`config.mk`:
```
export PLATFORM = sky130hd
export DESIGN_NAME = best_fit_block_cache_top_flat
export DESIGN_NICKNAME = d
export VERILOG_FILES = /design/src/rtl/bfc_pkg.sv /design/src/rtl/bfc_req_if.sv /design/src/rtl/bfc_rsp_if.sv /design/src/rtl/bfc_ram.sv /design/src/rtl/bfc_cmp.sv /design/src/rtl/best_fit_block_cache_top.sv /design/src/flat_wrapper.sv
export VERILOG_INCLUDE_DIRS = /design/src /design/src/rtl
export SDC_FILE = /design/constraint.sdc
export NUM_CORES = 1
export LEC_CHECK = 0
export BUFFER_PORTS_ARGS = -buffer_cell sky130_fd_sc_hd__buf_2
export CAP_MARGIN = 30
export CORE_AREA = 2 2 260 262
export CTS_CLUSTER_SIZE = 40
export DETAILED_ROUTE_END_ITERATION = 12
export DIE_AREA = 0 0 262 264
export PLACE_DENSITY = 0.61
export RECOVER_POWER = 100
export SKIP_CTS_REPAIR_TIMING = 1
export SLEW_MARGIN = 20
export SYNTH_ARGS = -nofsm -noshare
export SYNTH_HDL_FRONTEND = slang
export SYNTH_HIERARCHICAL = 1
export SYNTH_SLANG_ARGS = --single-unit
```
`constraint.sdc`:
```
create_clock -name clk -period 8.5 [get_ports clk]
set_input_delay 1.7 -clock clk [delete_from_list [all_inputs] [get_ports clk]]
set_output_delay 1.7 -clock clk [all_outputs]
set_load 0.005 [all_outputs]
```
`src/rtl/best_fit_block_cache_top_defines.svh`:
```
// Assertion macros used by the block cache top.
`ifndef BEST_FIT_BLOCK_CACHE_TOP_DEFINES_SVH
`define BEST_FIT_BLOCK_CACHE_TOP_DEFINES_SVH

// Same-cycle implication, disabled while in reset.
`define BFC_ASSERT_NOW(label, clk, rst_n, ante, cons, msg) \
    label: assert property (@(posedge clk) disable iff (!rst_n) (ante) |-> (cons)) \
        else $error(msg);

// Next-cycle implication, disabled while in reset.
`define BFC_ASSERT_NEXT(label, clk, rst_n, ante, cons, msg) \
    label: assert property (@(posedge clk) disable iff (!rst_n) (ante) |=> (cons)) \
        else $error(msg);

`endif

```
`src/rtl/bfc_pkg.sv`:
```
package bfc_pkg;

    localparam int DATA_W  = 32;
    localparam int COUNT_W = 4;

    // Request actions
    localparam logic ACT_TAKE = 1'b0;
    localparam logic ACT_GIVE = 1'b1;

    typedef struct packed {
        logic              action;
        logic [DATA_W-1:0] block_size;
        logic [DATA_W-1:0] block_handle;
    } bfc_req_t;

    typedef struct packed {
        logic               hit;
        logic [DATA_W-1:0]  out_handle;
        logic               evicted;
        logic [COUNT_W-1:0] entry_count;
    } bfc_rsp_t;

    // Outcome of the shared size comparator
    typedef struct packed {
        logic ge;
        logic gt;
    } cmp_res_t;

endpackage

```
`src/rtl/bfc_req_if.sv`:
```
interface bfc_req_if;
    import bfc_pkg::*;

    logic     valid;
    logic     ready;
    bfc_req_t data;

    modport source (output valid, output data, input ready);
    modport sink (input valid, input data, output ready);
endinterface

```
`src/rtl/bfc_rsp_if.sv`:
```
interface bfc_rsp_if;
    import bfc_pkg::*;

    logic     valid;
    logic     ready;
    bfc_rsp_t data;

    modport source (output valid, output data, input ready);
    modport sink (input valid, input data, output ready);
endinterface

```
`src/rtl/bfc_ram.sv`:
```
module bfc_ram #(
    parameter int WIDTH = 64,
    parameter int DEPTH = 8,
    parameter int AW    = (DEPTH > 1) ? $clog2(DEPTH) : 1
) (
    input  logic             clk,
    input  logic             we,
    input  logic [AW-1:0]    waddr,
    input  logic [WIDTH-1:0] wdata,
    input  logic [AW-1:0]    raddr,
    output logic [WIDTH-1:0] rdata
);

    logic [WIDTH-1:0] mem [DEPTH];
    logic [WIDTH-1:0] rdata_reg;

    // Write one word, register the read word
    always_ff @(posedge clk)
    begin
        if (we)
        begin
            mem[waddr] <= wdata;
        end
        rdata_reg <= mem[raddr];
    end

    assign rdata = rdata_reg;

endmodule

```
`src/rtl/bfc_cmp.sv`:
```
module bfc_cmp (
    input  logic [bfc_pkg::DATA_W-1:0] a,
    input  logic [bfc_pkg::DATA_W-1:0] b,
    output bfc_pkg::cmp_res_t          res
);
    import bfc_pkg::*;

    logic [DATA_W:0] diff;

    // Subtract once, derive both orderings from borrow and zero
    assign diff   = {1'b0, a} - {1'b0, b};
    assign res.ge = ~diff[DATA_W];
    assign res.gt = ~diff[DATA_W] & (diff[DATA_W-1:0] != '0);

endmodule

```
`src/rtl/best_fit_block_cache_top.sv`:
```
// Result: each item ends in the finish state, which waits there while a previous result
// is still held at the output.
// Throughput: one item at a time; the single RAM and the one comparator
// step through one cached entry per cycle for the search and for the shift.
// Reset: asynchronous, clears the sequencer, the entry count and the output valid;
// entry storage is not cleared and needs no clearing pass.
`include "best_fit_block_cache_top_defines.svh"

module best_fit_block_cache_top #(
    parameter int CACHE_ENTRIES = 8
) (
    input  logic       clk,
    input  logic       rst_n,
    bfc_req_if.sink    req,
    bfc_rsp_if.source  rsp
);
    import bfc_pkg::*;

    localparam int CNT_W = $clog2(CACHE_ENTRIES + 1);
    localparam int IDX_W = (CACHE_ENTRIES > 1) ? $clog2(CACHE_ENTRIES) : 1;
    localparam int ENT_W = 2 * DATA_W;

    localparam logic [CNT_W-1:0] CNT_ONE  = CNT_W'(1);
    localparam logic [CNT_W-1:0] CNT_FULL = CNT_W'(CACHE_ENTRIES);
    localparam logic [CNT_W-1:0] CNT_LAST = CNT_W'(CACHE_ENTRIES - 1);

    // Sequencer states
    localparam logic [2:0] ST_IDLE  = 3'd0;
    localparam logic [2:0] ST_SCAN  = 3'd1;
    localparam logic [2:0] ST_SHDN  = 3'd2;
    localparam logic [2:0] ST_SHUP  = 3'd3;
    localparam logic [2:0] ST_WRNEW = 3'd4;
    localparam logic [2:0] ST_FIN   = 3'd5;

    logic [2:0]        state_reg, state_next;
    logic [CNT_W-1:0]  count_reg, count_next;
    logic [CNT_W-1:0]  idx_reg, idx_next;
    logic [CNT_W-1:0]  pos_reg, pos_next;
    logic              act_reg, act_next;
    logic [DATA_W-1:0] sz_reg, sz_next;
    logic [DATA_W-1:0] hd_reg, hd_next;
    logic              hit_reg, hit_next;
    logic [DATA_W-1:0] oh_reg, oh_next;
    logic              ev_reg, ev_next;
    logic              out_valid_reg, out_valid_next;
    bfc_rsp_t          out_data_reg, out_data_next;

    logic              ram_we;
    logic [IDX_W-1:0]  ram_waddr;
    logic [ENT_W-1:0]  ram_wdata;
    logic [IDX_W-1:0]  ram_raddr;
    logic [ENT_W-1:0]  ram_rdata;
    logic [DATA_W-1:0] rd_size;
    logic [DATA_W-1:0] rd_handle;
    cmp_res_t          cmp_res;

    logic [CNT_W-1:0]  count_m1;
    logic [CNT_W-1:0]  idx_p1;
    logic [CNT_W-1:0]  idx_p2;
    logic [CNT_W-1:0]  idx_m1;
    logic [CNT_W+3:0]  count_ext;
    logic              full;
    logic              match;
    logic              last;

    // Entry storage: {size, handle} per slot, kept in ascending size order
    bfc_ram #(
        .WIDTH (ENT_W),
        .DEPTH (CACHE_ENTRIES)
    ) u_ram (
        .clk   (clk),
        .we    (ram_we),
        .waddr (ram_waddr),
        .wdata (ram_wdata),
        .raddr (ram_raddr),
        .rdata (ram_rdata)
    );

    assign rd_size   = ram_rdata[ENT_W-1:DATA_W];
    assign rd_handle = ram_rdata[DATA_W-1:0];

    // Shared comparator: entry size against the item's size
    bfc_cmp u_cmp (
        .a   (rd_size),
        .b   (sz_reg),
        .res (cmp_res)
    );

    assign count_m1  = count_reg - CNT_ONE;
    assign idx_p1    = idx_reg + CNT_ONE;
    assign idx_p2    = idx_reg + CNT_W'(2);
    assign idx_m1    = idx_reg - CNT_ONE;
    assign count_ext = {4'b0000, count_reg};
    assign full      = (count_reg == CNT_FULL);
    assign match     = (act_reg == ACT_TAKE) ? cmp_res.ge : cmp_res.gt;
    assign last      = (idx_reg == count_m1);

    assign req.ready = (state_reg == ST_IDLE);
    assign rsp.valid = out_valid_reg;
    assign rsp.data  = out_data_reg;

    always_comb
    begin
        state_next     = state_reg;
        count_next     = count_reg;
        idx_next       = idx_reg;
        pos_next       = pos_reg;
        act_next       = act_reg;
        sz_next        = sz_reg;
        hd_next        = hd_reg;
        hit_next       = hit_reg;
        oh_next        = oh_reg;
        ev_next        = ev_reg;
        out_valid_next = out_valid_reg;
        out_data_next  = out_data_reg;
        ram_we         = 1'b0;
        ram_waddr      = idx_reg[IDX_W-1:0];
        ram_wdata      = ram_rdata;
        ram_raddr      = '0;

        // Drop the result once taken
        if (out_valid_reg && rsp.ready)
        begin
            out_valid_next = 1'b0;
        end

        case (state_reg)
            ST_IDLE:
            begin
                if (req.valid)
                begin
                    act_next  = req.data.action;
                    sz_next   = req.data.block_size;
                    hd_next   = req.data.block_handle;
                    hit_next  = 1'b0;
                    oh_next   = '0;
                    ev_next   = 1'b0;
                    idx_next  = '0;
                    ram_raddr = '0;
                    if (req.data.action == ACT_GIVE && req.data.block_handle == '0)
                    begin
                        state_next = ST_FIN;
                    end
                    else if (count_reg == '0)
                    begin
                        pos_next   = '0;
                        state_next = (req.data.action == ACT_TAKE) ? ST_FIN : ST_WRNEW;
                    end
                    else
                    begin
                        state_next = ST_SCAN;
                    end
                end
            end

            // Walk entries from the smallest, one compare per cycle
            ST_SCAN:
            begin
                if (act_reg == ACT_TAKE)
                begin
                    if (match)
                    begin
                        hit_next = 1'b1;
                        oh_next  = rd_handle;
                        if (last)
                        begin
                            count_next = count_m1;
                            state_next = ST_FIN;
                        end
                        else
                        begin
                            ram_raddr  = idx_p1[IDX_W-1:0];
                            state_next = ST_SHDN;
                        end
                    end
                    else if (last)
                    begin
                        state_next = ST_FIN;
                    end
                    else
                    begin
                        idx_next  = idx_p1;
                        ram_raddr = idx_p1[IDX_W-1:0];
                    end
                end
                else
                begin
                    if (match)
                    begin
                        pos_next   = idx_reg;
                        idx_next   = count_m1;
                        ram_raddr  = count_m1[IDX_W-1:0];
                        state_next = ST_SHUP;
                    end
                    else if (last)
                    begin
                        // New block is the largest
                        pos_next = count_reg;
                        if (full)
                        begin
                            ev_next    = 1'b1;
                            oh_next    = hd_reg;
                            state_next = ST_FIN;
                        end
                        else
                        begin
                            state_next = ST_WRNEW;
                        end
                    end
                    else
                    begin
                        idx_next  = idx_p1;
                        ram_raddr = idx_p1[IDX_W-1:0];
                    end
                end
            end

            // Close the gap: entry idx+1 arrives, write it at idx
            ST_SHDN:
            begin
                ram_we    = 1'b1;
                ram_waddr = idx_reg[IDX_W-1:0];
                ram_wdata = ram_rdata;
                if (idx_p1 == count_m1)
                begin
                    count_next = count_m1;
                    state_next = ST_FIN;
                end
                else
                begin
                    idx_next  = idx_p1;
                    ram_raddr = idx_p2[IDX_W-1:0];
                end
            end

            // Open a slot: entry idx arrives, move it to idx+1 or evict it
            ST_SHUP:
            begin
                if (idx_reg == CNT_LAST)
                begin
                    ev_next = 1'b1;
                    oh_next = rd_handle;
                end
                else
                begin
                    ram_we    = 1'b1;
                    ram_waddr = idx_p1[IDX_W-1:0];
                    ram_wdata = ram_rdata;
                end
                if (idx_reg == pos_reg)
                begin
                    state_next = ST_WRNEW;
                end
                else
                begin
                    idx_next  = idx_m1;
                    ram_raddr = idx_m1[IDX_W-1:0];
                end
            end

            // Place the returned block at its slot
            ST_WRNEW:
            begin
                ram_we    = 1'b1;
                ram_waddr = pos_reg[IDX_W-1:0];
                ram_wdata = {sz_reg, hd_reg};
                if (!full)
                begin
                    count_next = count_reg + CNT_ONE;
                end
                state_next = ST_FIN;
            end

            // Hand the result to the output register when it is free
            ST_FIN:
            begin
                if (!out_valid_reg || rsp.ready)
                begin
                    out_valid_next            = 1'b1;
                    out_data_next.hit         = hit_reg;
                    out_data_next.out_handle  = oh_reg;
                    out_data_next.evicted     = ev_reg;
                    out_data_next.entry_count = count_ext[COUNT_W-1:0];
                    state_next                = ST_IDLE;
                end
            end

            default:
            begin
                state_next = ST_IDLE;
            end
        endcase
    end

    // Control state
    always_ff @(posedge clk or negedge rst_n)
    begin
        if (!rst_n)
        begin
            state_reg     <= ST_IDLE;
            count_reg     <= '0;
            out_valid_reg <= 1'b0;
        end
        else
        begin
            state_reg     <= state_next;
            count_reg     <= count_next;
            out_valid_reg <= out_valid_next;
        end
    end

    // Working and payload registers
    always_ff @(posedge clk)
    begin
        idx_reg      <= idx_next;
        pos_reg      <= pos_next;
        act_reg      <= act_next;
        sz_reg       <= sz_next;
        hd_reg       <= hd_next;
        hit_reg      <= hit_next;
        oh_reg       <= oh_next;
        ev_reg       <= ev_next;
        out_data_reg <= out_data_next;
    end

    `BFC_ASSERT_NOW(a_count_bound, clk, rst_n, 1'b1, count_reg <= CNT_FULL,
        "entry count exceeds capacity")
    `BFC_ASSERT_NEXT(a_accept_busy, clk, rst_n, req.valid && req.ready,
        state_reg != ST_IDLE, "item finished in the cycle it was accepted")
    `BFC_ASSERT_NOW(a_shdn_count, clk, rst_n, state_reg == ST_SHDN,
        count_reg >= CNT_W'(2), "shift down with fewer than two entries")
    `BFC_ASSERT_NOW(a_evict_full, clk, rst_n, state_reg == ST_FIN && ev_reg,
        full && !hit_reg && act_reg == ACT_GIVE, "eviction without a full cache")

endmodule
```
`src/flat_wrapper.sv`:
```
// flat-port wrapper written by rule: the top's interface ports become plain ports
module best_fit_block_cache_top_flat import bfc_pkg::*;
#(
    parameter int CACHE_ENTRIES = 8
)
  (clk, rst_n, req_valid, req_data, req_ready, rsp_valid, rsp_data, rsp_ready);
  bfc_req_if req_i ();
  bfc_rsp_if rsp_i ();
  input  logic clk;
  input  logic rst_n;
  input wire logic [$bits(req_i.valid)-1:0] req_valid;
  input wire logic [$bits(req_i.data)-1:0] req_data;
  output wire logic [$bits(req_i.ready)-1:0] req_ready;
  output wire logic [$bits(rsp_i.valid)-1:0] rsp_valid;
  output wire logic [$bits(rsp_i.data)-1:0] rsp_data;
  input wire logic [$bits(rsp_i.ready)-1:0] rsp_ready;
  assign req_i.valid = req_valid;
  assign req_i.data = req_data;
  assign req_ready = req_i.ready;
  assign rsp_valid = rsp_i.valid;
  assign rsp_data = rsp_i.data;
  assign rsp_i.ready = rsp_ready;
  best_fit_block_cache_top #(.CACHE_ENTRIES(CACHE_ENTRIES)) u_core (.clk(clk), .rst_n(rst_n), .req(req_i), .rsp(rsp_i));
endmodule
```
; ---- Yosys cells after proc, flatten, opt, wreduce, memory -nomap -nowiden
; Memory sizes are Yosys's and may differ from the RTL's. A register that Yosys moved wholly into a read port is not among the register bits.
; Cells that the tools add are included.
[op_classes]
n_reduce_logical = 22
bitwise = 2
mux = 71
addsub = 6
n_eq_ne = 31
[op_table]
columns = op, count
row1 = $mux W32, 7
row2 = $pmux W32 S3, 1
row3 = $mux W4, 18
row4 = $mux W64, 1
row5 = $mux W3, 18
row6 = $sub A32 B32 Y33, 1
row7 = $logic_not A32 Y1, 1
row8 = $reduce_bool A32 Y1, 1
row9 = $ne A2 B1 Y1 const B, 9
row10 = $pmux W3 S6, 1
row11 = $mux W1, 17
row12 = $pmux W4 S4, 1
row13 = $ne A2 B2 Y1 const B, 7
row14 = $reduce_and A7 Y1, 2
row15 = $eq A4 B4 Y1, 3
row16 = $pmux W4 S3, 1
row17 = $reduce_and A6 Y1, 2
row18 = $reduce_and A5 Y1, 2
row19 = $ne A3 B1 Y1 const B, 3
row20 = $pmux W3 S3, 1
row21 = $add A4 B1 Y4 const B, 2
row22 = $pmux W4 S2, 1
row23 = $sub A4 B1 Y4 const B, 2
row24 = $eq A3 B2 Y1 const B, 2
row25 = other kinds (23), 28
[totals]
mem_count = 1
inputBits = 69
register_bits = 153
wordCells = 148
ramBits = 512
output_inout_bits = 40
[mem_list]
columns = name, depth, word_bits, rd, rd_clocked_by_memory_dff, wr, line
row1 = u_core.u_ram.mem, 8, 64, 1, 1, 1, bfc_ram.sv:14  ; logic [WIDTH-1:0] mem [DEPTH];

; ---- Longest topological paths before layout
; Gate-level depths: netlist (run 1).
[depth]
depth_word = 7
ltp_mapped = 23
ltp_nobuf = 20

; ---- Cells and area by module
; Netlist (run 1), hierarchy kept.
[modules_own_cells]
columns = module, n_inst, cells_per_inst, seq_area_each_um2, area_per_inst_um2
row1 = bfc_ram, 1, 816, 16656.0, 20547.2
row2 = best_fit_block_cache_top, 1, 471, 4554.4, 7033.0
row3 = bfc_cmp, 1, 323, 0.0, 2127.0

; ---- Least setup slack after synthesis (run 1)
; Ideal clock, no wire load.
[synth_timing]
path_kind = reg-to-reg
from = register u_core.state_reg[2]
to = memory u_core.u_ram.mem[0][0], enable pin
path_buffers = 3
path_slack_ns = 1.847
setup_ns = 0.565
t_arrival_ns = 6.088
path_stages_with_launch = 8
required_ns = 7.935
path_cell_list = dfrtp_1 -> clkbuf_1 -> nor3b_1 -> buf_6 -> clkbuf_1 -> nor2_1 -> a221o_1 -> nor3_1
[synth_between]
word_cells_on_any_way = 8
cone_classes = 3 x eq/ne / 4 x mux / 1 x reduce/logical
[synth_lines]
columns = item, line
row1 = "start, declared", best_fit_block_cache_top.sv:35  ; logic [2:0] state_reg, state_next;
row2 = "start signal, assigned", best_fit_block_cache_top.sv:306  ; state_reg <= state_next;
row3 = $eq A3 B3 Y1 / $eq A3 B2 Y1 (equally long branches), best_fit_block_cache_top.sv:127  ; case (state_reg)
row4 = $pmux W3 S2 (*), best_fit_block_cache_top.sv:127
row5 = named net u_core.ram_waddr[0], best_fit_block_cache_top.sv:49  ; logic [IDX_W-1:0] ram_waddr;
row6 = "end, declared", bfc_ram.sv:14
; Mark *: on every way through the listed nets, which the timed path passes. The rest lies on a longest branch.

==> results of run 1 <==
==> metal layers <==
layer / GRT usage, % / wire length [um] / vias to the layer above
li1: - / - / 6744
met1: 26.99 / 29400 / 7948
met2: 30.34 / 30910 / 415
met3: 2.696 / 2886 / 73
met4: 5.161 / 1108 / 0
met5: 0 / 0 / -
==> final cells by class <==
cell class,count,area (um^2)
well taps,873,1092
clock buffers,96,1996
repair buffers,135,705.7
inverters,54,202.7
flip-flops and latches,729,21210
clock inverters,42,412.9
multi-input cells,750,7835
fillers,5427,33110
==> worst min-delay path by stage <==
stage | to | cells after the start
floorplan | u_core/rsp.data[10] | 0
global placement | u_core/rsp.data[28] | 0
detailed placement | u_core/rsp.data[28] | 0
CTS | u_core/rsp.data[28] | 0
global route | u_core/rsp.data[21] | 0
finish | u_core/rsp.data[28] | 0
==> cells by family after synthesis <==
| family | count (synthesis) | synth area share [%] |
|---|---|---|
| XOR/XNOR | 31 | 1.007 |
| buffers and inverters | 131 | 2.325 |
| flip-flops | 729 | 71.40 |
| AO/OA/AOI/OAI | 203 | 4.949 |
| AND/OR/NAND/NOR | 212 | 3.715 |
| adder cells (fa/ha/maj) | 41 | 1.752 |
| multiplexers | 263 | 14.85 |
==> where the power goes <==
| part | switching [mW] | internal [mW] | total (mW) |
|---|---|---|---|
| sequential | 0.379 | 5.45 | 5.83 |
| combinational | 3.07 | 2.42 | 5.49 |
| clock | 1.37 | 1.81 | 3.18 |
| total | 4.82 | 9.69 | 14.5 |
==> per-stage QoR <==
step	utilization, %	std cells
global route	50.26	2679
global placement	46.87	2536
CTS	50.67	2679
finish	50.26	2679
detailed placement	47.05	2541
floorplan	-	1610
==> cell usage after synthesis (27+ instances only) <==
library cell / n / share of area (%)
dfxtp_1: 64 / 4.3
mux4_2: 128 / 9.7
clkbuf_1: 31 / 0.39
nor2_1: 53 / 0.67
mux2_2: 130 / 4.9
edfxtp_1: 657 / 66
o21ai_0: 27 / 0.45
ha_1: 40 / 1.7
inv_1: 53 / 0.67
nand2_1: 57 / 0.72
a21oi_1: 44 / 0.74
a22o_1: 32 / 0.94
==> worst max-delay path, stage by stage, from the launching register on <==
cell       delay, ns
edfxtp_1        0.38
ha_1            0.22
fa_1            0.40
nand2b_1        0.18
a21oi_1         0.24
o21a_1          0.35
o31a_1          0.30
a21oi_1         0.10
a2111oi_0       0.54
nand4_1         0.22
or4_1           0.47
o31a_1          0.33
nand2_1         0.26
a21oi_1         0.11
o21ai_0         1.37
buf_12          0.36
mux4_2          0.55
mux2_1          0.32
==> placed cells by master, fill, tap and decap left out, drive strengths merged, types with 4 or more instances in the layout <==
master / synthesis / routed
edfxtp: 657 / 657
clkbuf: 35 / 178
mux2: 130 / 130
mux4: 129 / 129
dfxtp: 64 / 64
nand2: 58 / 58
inv: 54 / 57
nor2: 53 / 53
buf: 42 / 53
a21oi: 46 / 46
ha: 40 / 40
a22o: 32 / 32
o21ai: 32 / 32
clkinv: 0 / 29
xnor2: 20 / 20
a21o: 17 / 17
nand4: 14 / 14
nor4: 13 / 13
a31oi: 12 / 12
nand2b: 11 / 11
nand3: 11 / 11
nor3: 10 / 10
xor2: 9 / 9
nor2b: 8 / 8
dfrtp: 8 / 8
nor3b: 7 / 7
clkinvlp: 0 / 6
o31ai: 5 / 5
o22ai: 5 / 5
o21a: 5 / 5
and3: 5 / 5
a211oi: 5 / 5
bufinv: 0 / 4
a22oi: 4 / 4
mux2i: 4 / 4
nand3b: 4 / 4
o211ai: 4 / 4
and2: 4 / 4
==> results by group, run 1 <==
Route
  • Drt total wl: between 60 and 70 mm
  • WL per Instance: around 24 um
  • Detail Route Antenna Nets: 0
  • Routed vias/inst: around 5.7
  • Pre-Repair DR Iteration Count: 5
  • Remaining DRCs: 0
  • Initial drt markers: ~1100
  • DR vias: approximately 15000

Synth
  • Async SR Flop Fraction: between 1 and 1.5%
  • Synth Flop Type: edfxtp_1
  • Post-Syn Area: approximately 0.030 mm^2
  • Mean post-synth cell area: approximately 18 um^2
  • Synth Instances: between 1500 and 2000
  • Synth unique cells: between 90 and 100
  • Synthesized Nets: 1720
  • Yosys Warn Count: 6
  • Yosys reg bits: 729
  • Register area share after synthesis: between 70% and 80%
  • EDFF count, synth: approximately 660

Floorplanning
  • IO Pins: approximately 110
  • Chip Height: 264 um
  • Die W: ~260 um
  • Rows: between 90 and 100
  • Initial Utilization: between 40 and 50%
  • Area of the die: 0.06917 mm^2
  • Core area: between 0.06 and 0.07 mm^2

Worst setup path
  • CP startpoint: u_core/sz_reg[0]
  • Logic depth of the worst register-to-register path: 17
  • R2R setup slack: roughly 1.6 ns
  • Crit path launch type: flop
  • Setup crit end: u_core/u_ram/rdata[42]
  • WP data required: ~9 ns
  • Critical path class: flop to flop
  • Crit. End Element: flop
  • Max FO, Critical Path: 32
  • Launch point of the worst reg-to-reg path: u_core/sz_reg[0]
  • Worst r2r dst: u_core/u_ram/rdata[42]
  • CP arrival: ~7.4 ns

Layout
  • Fin area: around 0.033 mm^2
  • Max reg flops: between 500 and 600
  • Area grow syn2layout: 12.61%
  • Share of post-route cells with drive strength above 1: a little over a fifth
  • Nets: around 1900
  • Number of antenna diodes: 0

Hold path
  • Worst Min Path Start: u_core/oh_reg[23]
  • Worst min-delay path class: flop to flop

Power
  • Peak supply drop: 0.2682 mV
  • Pleak: 11.03 nW
  • Pwr/cell area: approximately 430 mW/mm^2
  • Pwr Total: ~15 mW

CTS
  • Skew-Pair Late Insertion Delay: ~0.63 ns
  • CTS tree: done
  • Clock sink count: between 700 and 800
  • CTS Buf Count: 74
  • Clock Tree Buf Depth: 3
  • H-tree Lvls: 3
  • Root Driver: clkbuf_16
  • Clk pin slew, worst setup/hold paths: about 0.070 ns

Timing
  • RSZ-0062 raised after global routing: no
  • Worst-Margin Slew: around 4.2 ns
  • Final TNS setup: 0 ns
  • Final setup violation count: 0
  • Final worst slack: between 1.5 and 2 ns
  • Final Cycle Share: 81.27%
  • Hold WS: approximately 0.41 ns
  • Setup Skew: around 0.030 ns
  • Slew Limit Fails: 718
  • Final min period: 6.908 ns
  • Final Hold Vio Count: 0
  • Slew headroom: -178.4%
  • F_max: 144.8 MHz

Global route
  • Global-route wire length before repair: between 90 and 100 mm
  • GRT overflow: 0
  • Largest net degree at the start of global routing: 51
  • Vias in the first global route: roughly 16000
  • Total track usage: between 10% and 20%
  • Antenna violations before repair: 0

Place
  • Placer Congestion: 0.9150
  • DP Area: roughly 0.031 mm^2
  • Number of port buffers: approximately 110
  • DP Worst Slack: between 2 and 2.5 ns
  • DP HPWL: 37.59 mm

Status
  • Failing checks: max-capacitance violations, max-slew violations
  • Status: finished with violations

Flow run
  • Max-Cap Viols: 21
No activity file was read; power rests on OpenSTA's default activity.
==> run 2: changes to the inputs <==
--- a/config.mk
+++ b/config.mk
@@ -12,7 +12,7 @@
 export CTS_CLUSTER_SIZE = 40
 export DETAILED_ROUTE_END_ITERATION = 12
 export DIE_AREA = 0 0 262 264
-export PLACE_DENSITY = 0.61
+export PLACE_DENSITY = 0.63
 export RECOVER_POWER = 100
 export SKIP_CTS_REPAIR_TIMING = 1
 export SLEW_MARGIN = 20
==> constraint.sdc (replaced) <==
create_clock -name clk -period 5.7 [get_ports clk]
set_input_delay 1.14 -clock clk [delete_from_list [all_inputs] [get_ports clk]]
set_output_delay 1.14 -clock clk [all_outputs]
set_load 0.005 [all_outputs]
==> run 2 against run 1 <==
The flow still finishes with violations (max-capacitance violations, max-slew violations). Die area unchanged. Combinational power rose by 56%. Global-route usage increased by 0.15 points. Hold slack better by 0.0036 ns. Flip-flop and latch count is the same. Setup slack worse by 1.3 ns. Critical path depth grew 3. Sequential power increased by 48%. Final area rose by 1.8%. Power increased by 54%. Maximum frequency is 27% higher. Critical endpoint unchanged. Cell count grew 0.82%.
==> results by group, run 2 (synthesized netlist as in run 1, its figures left out) <==
Status
  • Failing checks: max-capacitance violations, max-slew violations
  • Status: finished with violations

Route
  • Pre-Repair DR Iteration Count: 6 (+1)
  • Drt total wl: 64.29 mm (about the same)
  • WL per Instance: 23.80 um (-0.84%)
  • Detail Route Antenna Nets: 0 (unchanged)
  • DR vias: 15290 (+0.74%)
  • Routed vias/inst: 5.662 (about the same)
  • Remaining DRCs: 0 (unchanged)
  • Initial drt markers: 1200 (+5.8%)

Global route
  • Largest net degree at the start of global routing: 65 (+27%)
  • Antenna violations before repair: 0 (unchanged)
  • Met2 usage: 30.74% (+0.40 points)
  • Busiest grt layer: met2
  • Global-route wire length before repair: 97.97 mm (+0.80%)
  • Total track usage: 19.00% (+0.15 points)
  • GR Util met1: 26.93% (-0.065 points)
  • Vias in the first global route: 15760 (+0.97%)
  • Met3 usage: 2.907% (+0.21 points)
  • GRT overflow: 0 (unchanged)

Floorplanning
  • Chip Height: 264 um (unchanged)
  • Core area: 0.06656 mm^2 (unchanged)
  • Initial Utilization: 44.63% (unchanged)
  • Rows: 95 (unchanged)
  • IO Pins: 109 (unchanged)
  • Area of the die: 0.06917 mm^2 (unchanged)
  • Die W: 262 um (unchanged)

Layout
  • Number of antenna diodes: 0 (unchanged)
  • Nets: 1876 (+1.2%)
  • Area grow syn2layout: 14.61%
  • Most common cell after layout, fill and taps aside: edfxtp_1
  • Max reg flops: 512 (unchanged)
  • Share of post-route cells with drive strength above 1: 23.85% (+2.3 points)
  • Most frequent cells in the layout: 657 x edfxtp_1, 128 x mux4_2, 84 x clkbuf_1
  • Fin area: 0.03405 mm^2 (+1.8%)

Worst setup path
  • WP data required: 6.21 ns (-2.78 ns)
  • CP arrival: 5.96 ns (-1.44 ns)
  • Crit. End Element: flop
  • Critical path class: flop to flop
  • Max FO, Critical Path: 32 (unchanged)
  • Crit path launch type: flop

Place
  • DP HPWL: 38.10 mm (+1.4%)
  • DP Area: 0.03162 mm^2 (+0.95%)
  • DP Worst Slack: 0.2156 ns (-2.024 ns)
  • Placer Congestion: 0.8754 (-4.3%)
  • Number of port buffers: 108 (unchanged)

Timing
  • Final min period: 5.452 ns (-1.455 ns)
  • Worst-Margin Slew: 2.606 ns (-1.570 ns)
  • Final Hold Vio Count: 0 (unchanged)
  • Final setup violation count: 0 (unchanged)
  • Setup Skew: 0.04114 ns (+0.01158 ns)
  • Slew headroom: -73.72% (+100 points)
  • F_max: 183.4 MHz (+27%)
  • Slew Limit Fails: 431 (-40%)
  • Final Cycle Share: 95.65% (+14 points)
  • Final worst slack: 0.2477 ns (-1.345 ns)

Hold path
  • Worst min-delay path class: flop to flop

Power
  • Peak supply drop: 0.3402 mV (+27%)
  • Pwr/cell area: 654.6 mW/mm^2 (+51%)
  • Pleak: 11.31 nW (+2.5%)

CTS
  • Clock Tree Buf Depth: 3 (unchanged)
  • Skew-Pair Late Insertion Delay: 0.63 ns (about the same)
  • Clk pin slew, worst setup/hold paths: 0.06 ns (about the same)
  • Root Driver: clkbuf_16
  • H-tree Lvls: 3 (unchanged)
  • Clock sink count: 729 (unchanged)
  • CTS Buf Count: 77 (+4.1%)
  • CTS tree: done

Flow run
  • Max-Cap Viols: 13 (-38%)
[run 2: path summary, 6_finish.rpt]
check                                       start  slack [ns]  cells past startpoint                     end
worst min-delay path            u_core/oh_reg[20]        0.42                      0     u_core/rsp.data[25]
worst max register to register   u_core/sz_reg[0]        0.25                     20  u_core/u_ram/rdata[42]
max in group asynchronous                   rst_n        4.91                      1     u_core/count_reg[1]
min in group asynchronous                   rst_n        0.46                      1     u_core/state_reg[2]
worst min register to register  u_core/oh_reg[20]        0.42                      0     u_core/rsp.data[25]
worst max-delay path             u_core/sz_reg[0]        0.25                     20  u_core/u_ram/rdata[42]
[run 2: metal layers]
metal / wire length, um / share of wire, %
met5: 0 / 0
met3: 3187 / 5.0
met1: 28620 / 45
met2: 31170 / 48
met4: 1315 / 2.0
[run 2: cell type report]
class	count	area (um^2)
flip-flops and latches	729	21210
clock buffers	99	2039
well taps	873	1092
clock inverters	42	605.6
inverters	54	202.7
multi-input cells	751	7904
repair buffers	153	993.5
fillers	5354	32520
[run 2: stage by stage]
| step | power [mW] | setup TNS (ns) | util [%] | cells | hold slack (ns) |
|---|---|---|---|---|---|
| after floorplan | 14.92 | -121.93 | - | 1610 | 0.4003 |
| after global placement | 17.14 | 0 | 47.38 | 2554 | 0.4024 |
| after detailed placement | 17.41 | 0 | 47.50 | 2558 | 0.4054 |
| after CTS | 22.59 | 0 | 51.47 | 2699 | 0.3270 |
| after global routing | 23.50 | -1.377 | 51.15 | 2701 | 0.4193 |
| final | 22.29 | 0 | 51.15 | 2701 | 0.4167 |
[run 2: critical path, cell delays in order, from the launching register on]
cell and delay, ns:
edfxtp_1 0.38, ha_1 0.22, fa_1 0.48, nand2_1 0.07, a221o_1 0.31, a2111oi_4 0.32, o2111ai_2 0.23, nor4_2 0.23
nand4_1 0.15, nor4_2 0.20, nand4_1 0.16, or4_1 0.44, o31a_1 0.31, nand2_1 0.16, nor2_1 0.08, a21oi_1 0.16
nor2_2 0.09, a221o_4 0.48, buf_16 0.22, mux4_2 0.32, mux2_2 0.28
[run 2: power by group]
part	leakage, nW	internal (mW)	switching (mW)
registers	6.62	8.10	0.550
clock network	1.26	3.07	2.04
logic	3.42	3.87	4.67
